<file path="config.mk">
export PLATFORM = sky130hd
export DESIGN_NAME = qxmm_queue
export DESIGN_NICKNAME = d
export VERILOG_FILES = /design/src/rtl/qxmm_pkg.sv /design/src/rtl/qxmm_queue.sv
export SDC_FILE = /design/constraint.sdc
export NUM_CORES = 1
export LEC_CHECK = 0
export BUFFER_PORTS_ARGS = -buffer_cell sky130_fd_sc_hd__clkbuf_2
export CAP_MARGIN = 20
export CORE_MARGIN = 2
export CORE_UTILIZATION = 57
export DETAILED_ROUTE_END_ITERATION = 12
export PLACE_DENSITY = 0.8
export SYNTH_ARGS = -nofsm -noshare
export SYNTH_HDL_FRONTEND = slang
export SYNTH_SLANG_ARGS = --single-unit
</file>
<file path="constraint.sdc">
create_clock -name clock -period 8.5 [get_ports clock]
set_input_delay 0.85 -clock clock [delete_from_list [all_inputs] [get_ports clock]]
set_output_delay 0.85 -clock clock [all_outputs]
set_load 0.05 [all_outputs]
</file>
<file path="src/rtl/qxmm_pkg.sv">
`timescale 1ns / 1ps
// ----------------------------------------------------------------------------
// qxmm_pkg
// Shared widths, constants, types and helpers of the quad X motor mixer.
// ----------------------------------------------------------------------------
package qxmm_pkg;

   localparam int CMD_W   = 32;
   localparam int GAIN_W  = 32;
   localparam int MV_W    = 16;
   localparam int SCALE_W = 16;
   localparam int ARM_W   = 2;
   localparam int DUTY_W  = 16;
   localparam int IDX_W   = 3;

   localparam int REQ_W = 152;   // 147 bits of fields, zero filled to bytes
   localparam int RSP_W = 72;    // 66 bits of fields, zero filled to bytes

   localparam int PROD_W = CMD_W + GAIN_W;   // |cmd| * gain
   localparam int SUM_W  = 51;               // signed sum of four Q.8 terms
   localparam int SQ_W   = 50;               // clamped sum, even bit count
   localparam int SQRT_STEPS = SQ_W / 2;
   localparam int ROOT_W = SQRT_STEPS;
   localparam int REM_W  = ROOT_W + 4;
   localparam int D_W    = 23;               // 115*mv + 5948
   localparam int DLIM_W = 41;               // d * Q_SAT
   localparam int WSQ_W  = 2 * ROOT_W;
   localparam int LIN_W  = ROOT_W + 17;
   localparam int N_W    = 52;
   localparam int NUM_W  = 58;
   localparam int DIV_STEPS = 18;
   localparam int REMD_W = 41;
   localparam int Q_W    = DIV_STEPS;
   localparam int P_W    = 19;
   localparam int MUL_W  = P_W + SCALE_W;
   localparam int STOP_W = 26;

   // sign stage, sqrt steps, square/linear, numerator, x100, saturation check,
   // divide steps, pulse clamp, duty product
   localparam int LANE_LAT = 1 + SQRT_STEPS + 3 + 1 + DIV_STEPS + 2;

   localparam int QUEUE_DEPTH = 4;
   localparam int QPTR_W = 2;
   localparam int QCNT_W = 3;

   localparam logic [LIN_W-1:0] LIN_K   = LIN_W'(74688);
   localparam logic [N_W-1:0]   CONST_K = N_W'(34176000);
   localparam logic [D_W-1:0]   D_MUL   = D_W'(115);
   localparam logic [D_W-1:0]   D_ADD   = D_W'(5948);
   localparam logic [DLIM_W-1:0] Q_SAT  = DLIM_W'(159719);
   localparam logic [P_W-1:0]   P_OFF   = P_W'(237082);
   localparam logic [P_W-1:0]   P_MIN   = P_W'(268800);
   localparam logic [P_W-1:0]   P_MAX   = P_W'(396800);
   localparam logic [STOP_W-1:0] STOP_US = STOP_W'(950);
   localparam logic [DUTY_W-1:0] DUTY_MAX = {DUTY_W{1'b1}};

   localparam logic [ARM_W-1:0] ARM_RUN = 2'd2;

   localparam logic [IDX_W-1:0] REG_GAIN_THRUST = 3'd0;
   localparam logic [IDX_W-1:0] REG_GAIN_ROLL   = 3'd1;
   localparam logic [IDX_W-1:0] REG_GAIN_PITCH  = 3'd2;
   localparam logic [IDX_W-1:0] REG_GAIN_YAW    = 3'd3;
   localparam logic [IDX_W-1:0] REG_DUTY_SCALE  = 3'd4;

   typedef struct packed {
      logic [GAIN_W-1:0]  gain_thrust;
      logic [GAIN_W-1:0]  gain_roll;
      logic [GAIN_W-1:0]  gain_pitch;
      logic [GAIN_W-1:0]  gain_yaw;
      logic [SCALE_W-1:0] duty_scale;
   } qxmm_cfg_type;

   typedef struct packed {
      logic                    run;
      logic [D_W-1:0]          d;
      logic signed [SUM_W-1:0] s4;
      logic signed [SUM_W-1:0] s3;
      logic signed [SUM_W-1:0] s2;
      logic signed [SUM_W-1:0] s1;
   } qxmm_entry_type;

   function automatic logic [CMD_W-1:0] cmd_mag(input logic [CMD_W-1:0] c);
      return c[CMD_W-1] ? (CMD_W'(0) - c) : c;
   endfunction

   function automatic logic signed [SUM_W-1:0] signed_term(input logic neg,
                                                          input logic [PROD_W-1:0] prod);
      logic [SUM_W-1:0] m;
      m = SUM_W'(prod[PROD_W-1:16]);
      return neg ? -$signed(m) : $signed(m);
   endfunction

endpackage

</file>
<file path="src/rtl/qxmm_queue.sv">
`timescale 1ns / 1ps
// ----------------------------------------------------------------------------
// qxmm_queue
// Short first-in first-out queue between the front and the back pipeline.
// ----------------------------------------------------------------------------
module qxmm_queue (
   input  logic                     clock,
   input  logic                     reset,
   input  logic                     push_valid,
   output logic                     push_ready,
   input  qxmm_pkg::qxmm_entry_type push_entry,
   output logic                     pop_valid,
   input  logic                     pop_ready,
   output qxmm_pkg::qxmm_entry_type pop_entry
);
   import qxmm_pkg::*;

   qxmm_entry_type      mem_ff [QUEUE_DEPTH];
   logic [QPTR_W-1:0]   wr_ff, wr_in, rd_ff, rd_in;
   logic [QCNT_W-1:0]   cnt_ff, cnt_in;
   logic                push, pop;

   assign push_ready = (cnt_ff != QCNT_W'(QUEUE_DEPTH));
   assign pop_valid  = (cnt_ff != '0);
   assign push       = push_valid && push_ready;
   assign pop        = pop_valid && pop_ready;
   assign pop_entry  = mem_ff[rd_ff];

   always_comb begin
      wr_in  = push ? wr_ff + 1'b1 : wr_ff;
      rd_in  = pop ? rd_ff + 1'b1 : rd_ff;
      cnt_in = cnt_ff + QCNT_W'(push) - QCNT_W'(pop);
   end

   always_ff @(posedge clock) begin
      if (reset) begin
         wr_ff  <= '0;
         rd_ff  <= '0;
         cnt_ff <= '0;
      end else begin
         wr_ff  <= wr_in;
         rd_ff  <= rd_in;
         cnt_ff <= cnt_in;
      end
   end

   always_ff @(posedge clock) begin
      if (push) begin
         mem_ff[wr_ff] <= push_entry;
      end
   end

endmodule

</file>
Word level (Yosys, flattened, before mapping). Memory sizes are Yosys's and may differ from the RTL's. A register that Yosys moved wholly into a read port is not among the register bits. Cells that the tools add are included.

Register bits: 7. Logic and storage cells: 16. Input bits: 232. Memories: 1. Output and inout bits: 230. RAM bits: 912.

Memories: mem_ff (words 4, bits a word 228, rd ports 1, clocked after memory_dff 1, write ports 1, line qxmm_queue.sv:18) `qxmm_entry_type mem_ff [QUEUE_DEPTH];`.

Multiplexer cells: 4. Eq/ne operators: 1. Reduce and logical (&&, ||, !) cells: 3. Add/sub/neg operators: 4.

Operators by type and width (count): adder 2 x 1 -> 2 bit (second input constant) (2); two-way mux 2 bit (2); adder 3 x 1 -> 3 bit (1); != test 3 bit (second input constant) (1); nonzero test 3 bit (1); subtractor 3 x 1 -> 3 bit (1); logical AND 1 bit (2); two-way mux 1 bit (2).

Logic depth before layout (Yosys ltp).
Word-level depth: 4. Depth in mapped cells: 11. Gate-level depth less buffers: 11.

Worst setup path after synthesis. No wires, ideal clock.

Kind: input -> register. Start point: input port push_valid. End point: memory mem_ff[0][0] (netlist bit) (enable). Setup slack: 1.445 ns. Data arrival time: 6.438 ns. Stages on the path: 2. Path through: a21boi_1 -> and2_1.

Cells in the longest elaborated chain, start to end: 3.

Ends and longest elaborated chain: start: declaration (line qxmm_queue.sv:9) `input logic push_valid,`; logical AND 1 bit (line qxmm_queue.sv:25) `assign push = push_valid && push_ready;`; two-way mux 1 bit (line qxmm_queue.sv:48) `if (push) begin`; two-way mux 1 bit (not written as such) (line qxmm_queue.sv:49) `mem_ff[wr_ff] <= push_entry;`; end: declaration (line qxmm_queue.sv:18).

Every way passes these cells.

==> impl_metrics.env <==
export IMPL_dieArea_sq_um=60900
export IMPL_combPwrFrac_pct=30.7
export IMPL_p_int_w=0.00903
export IMPL_finalWeightedCongestion=0.774
export IMPL_dr_pass1_iters=4
export IMPL_antenna_found_initial=12
export IMPL_via_per_inst=5.80
export IMPL_die_width_um=247
export IMPL_p_sw_w=0.00490
export IMPL_io_pins=462
export IMPL_synthTopCellsByArea="edfxtp_1, mux4_2, buf_12"
export IMPL_leakage_nw=13.2
export IMPL_synth_area_sq_um=33600
export IMPL_rsz0062_at_grt="false"
export IMPL_finalMaxSlewViolations=0
export IMPL_maxSlewHeadroom_pct=29.2
export IMPL_syn_avg_cell_area_sq_um=27.1
export IMPL_sw_frac_of_total_pct=35.2
export IMPL_arrival_ns=3.25
export IMPL_cts_hold_buffers_added=0
export IMPL_fillers=3476
export IMPL_grt_max_degree=122
export IMPL_ys_seq_area_share_pct=82.0
export IMPL_tightestPinTransition_ns=1.06
export IMPL_grt_pass1_vias=15800
export IMPL_cp_max_fo=71
export IMPL_multi_input_area_sq_um=5410
export IMPL_ff_latch_area_sq_um=27600
export IMPL_nNetsFinal=1993
export IMPL_crit_buf_inv=2
export IMPL_grt_overflow_total=0
export IMPL_post_synth_num_cell_types=25
export IMPL_cts_buffer_depth=3
export IMPL_period_needed_ns=4.10
export IMPL_syn_to_final_growth_pct=17.2
export IMPL_status="finished, final reports clean"
export IMPL_drive_gt1_share_pct=45.9
export IMPL_cp_slowest_cell="buf_4"
export IMPL_core_sq_um=58700
export IMPL_synth_cells=1240
export IMPL_final_cells=2609
export IMPL_skew_ns=0.0206
export IMPL_synth_top_area_cell="edfxtp_1"
export IMPL_drt_iter0_drc=1084
export IMPL_dp_cells=2435
export IMPL_tritoncts="done"
export IMPL_htree_levels=3
export IMPL_cap_violations=0
export IMPL_num_vias=15100
export IMPL_powerDensity_nw_per_um2=354
export IMPL_final_util_pct=67.2
export IMPL_fp_dieH_um=247
export IMPL_synth_top_area_share_pct=81.5
export IMPL_path_clk_slew_ns=0.06
export IMPL_endpoint_kind="output pin"
export IMPL_cts_root_buf="clkbuf_16"
export IMPL_crit_path_max_incr_delay_ns=0.93
export IMPL_grtUsageTotal_pct=22.6
export IMPL_ctsResizeCount=0
export IMPL_min_period_over_period_pct=48.3
export IMPL_drtAntennaViolNets=0
export IMPL_synth_warnings=0
export IMPL_numPortBuffers=461
export IMPL_clock_latency_ns=0.64
export IMPL_hp_class="input pin to flop"
export IMPL_hold_violations=0
export IMPL_wl_mm=68.5
export IMPL_p_seq_share_pct=41.2
export IMPL_cts_setup_buffers=0
export IMPL_start_util_pct=57.3
export IMPL_rrSetupSlack_ns=5.24
export IMPL_row_count=89
export IMPL_grt_first_pass_wirelength_mm=100
export IMPL_drc=0
export IMPL_startpoint_type="flop"
export IMPL_worstSetupPathType="flop to output pin"
export IMPL_clock_sinks=921
export IMPL_dp_final_hpwl_mm=38.8
export IMPL_ys_seq_elements=921
export IMPL_p_clk_share_pct=28.1
export IMPL_cp_required_ns=7.65
export IMPL_max_freq_ghz=0.244
export IMPL_crit_chain="buf_4, mux4_2, clkbuf_2"
export IMPL_path_delay_family="buffers and inverters"
export IMPL_syn_nets=1479
export IMPL_tns_ns=0
export IMPL_cts_buffers=90
export IMPL_setup_violations_final=0
export IMPL_ir_drop_v=0.000316
export IMPL_wl_per_cell_um=26.2
Yosys cell counts (all sizes together):
cell and n:
inv 5, edfxtp 912, mux2 1, nand2 1, o311ai 1, mux2i 1, clkbuf 3, nand2b 2
fa 1, or3 1, dfxtp 9, o31a 1, buf 49, mux4 228, ha 6, xor2 2
xnor2 1, and2 5, nor3 1, a21boi 1, nor2 8, nor2b 1
path summary, 6_finish.rpt:
path	start	endpoint	cells after the start
worst min-delay path	push_entry[157]	mem_ff[3][157]	1
worst max register to register	cnt_ff[1]	mem_ff[3][201]	4
worst min register to register	rd_ff[1]	rd_ff[1]	2
worst max-delay path	flop	pop_entry[159]	3
power by group through the flow:
stage	clock [W]	combinational (W)	sequential (W)
2_1_floorplan	0	0.00352	0.00586
4_1_cts	0.00399	0.00434	0.00575
6_report	0.00391	0.00428	0.00574
3_5_place_dp	0	0.00429	0.00583
3_3_place_gp	0	0.00427	0.00578
5_1_grt	0.00415	0.00447	0.00578
cell families after synthesis:
| family | Yosys count | synth area share (%) |
|---|---|---|
| flops | 921 | 82.0 |
| mux | 230 | 15.3 |
| buf+inv | 57 | 1.94 |
| simple gates | 19 | 0.283 |
| fa+ha+maj | 7 | 0.283 |
| compound gates | 3 | 0.0745 |
| xor+xnor | 3 | 0.0782 |
cells in the final DEF (no fill, tap or decap), drive strengths merged:
master,count
a21boi,1
and2,5
buf,13
bufinv,9
clkbuf,566
clkinv,43
clkinvlp,1
dfxtp,9
diode,9
edfxtp,912
fa,1
ha,6
inv,12
mux2,1
mux2i,1
mux4,228
nand2,1
nand2b,2
nor2,8
nor2b,1
nor3,1
o311ai,1
o31a,1
or3,1
xnor2,1
xor2,2
flip-flops by register name, summed over array words and instances (netlist names), named ones only:
signal  cells
mem_ff    912
rd_ff       2
cnt_ff      3
wr_ff       2
metrics by stage:
step | total power [W] | instance area [sq um] | hold WS (ns) | worst slack, ns
after floorplan | 0.00938 | 33600 | 0.482 | 1.44
after CTS | 0.0141 | 39400 | 0.387 | 4.33
final | 0.0139 | 39400 | 0.427 | 4.40
after global routing | 0.0144 | 39400 | 0.393 | 4.27
after detailed placement | 0.0101 | 36400 | 0.520 | 4.85
after global placement | 0.0100 | 36400 | 0.492 | 4.94
layer usage:
layer | share of wire (%) | wire, um | track usage (%) | up-vias
met5 | 0.096 | 66 | 0 | -
met4 | 2.8 | 1920 | 7.83 | 10
met3 | 9.8 | 6700 | 7.69 | 126
met2 | 51 | 35100 | 37.2 | 638
met1 | 36 | 24700 | 28.3 | 7897
li1 | - | - | - | 6451
layout make-up:
cell class	count	share of cell area, %
multi-input combinational	262	13.7
sequential	921	70.0
clock inverter	60	1.55
antenna	9	0.0571
tap	773	2.45
clock buffer	105	5.91
inverter	5	0.0476
timing repair buffer	474	6.29
Note: power is estimated with default switching activity, not from simulation.
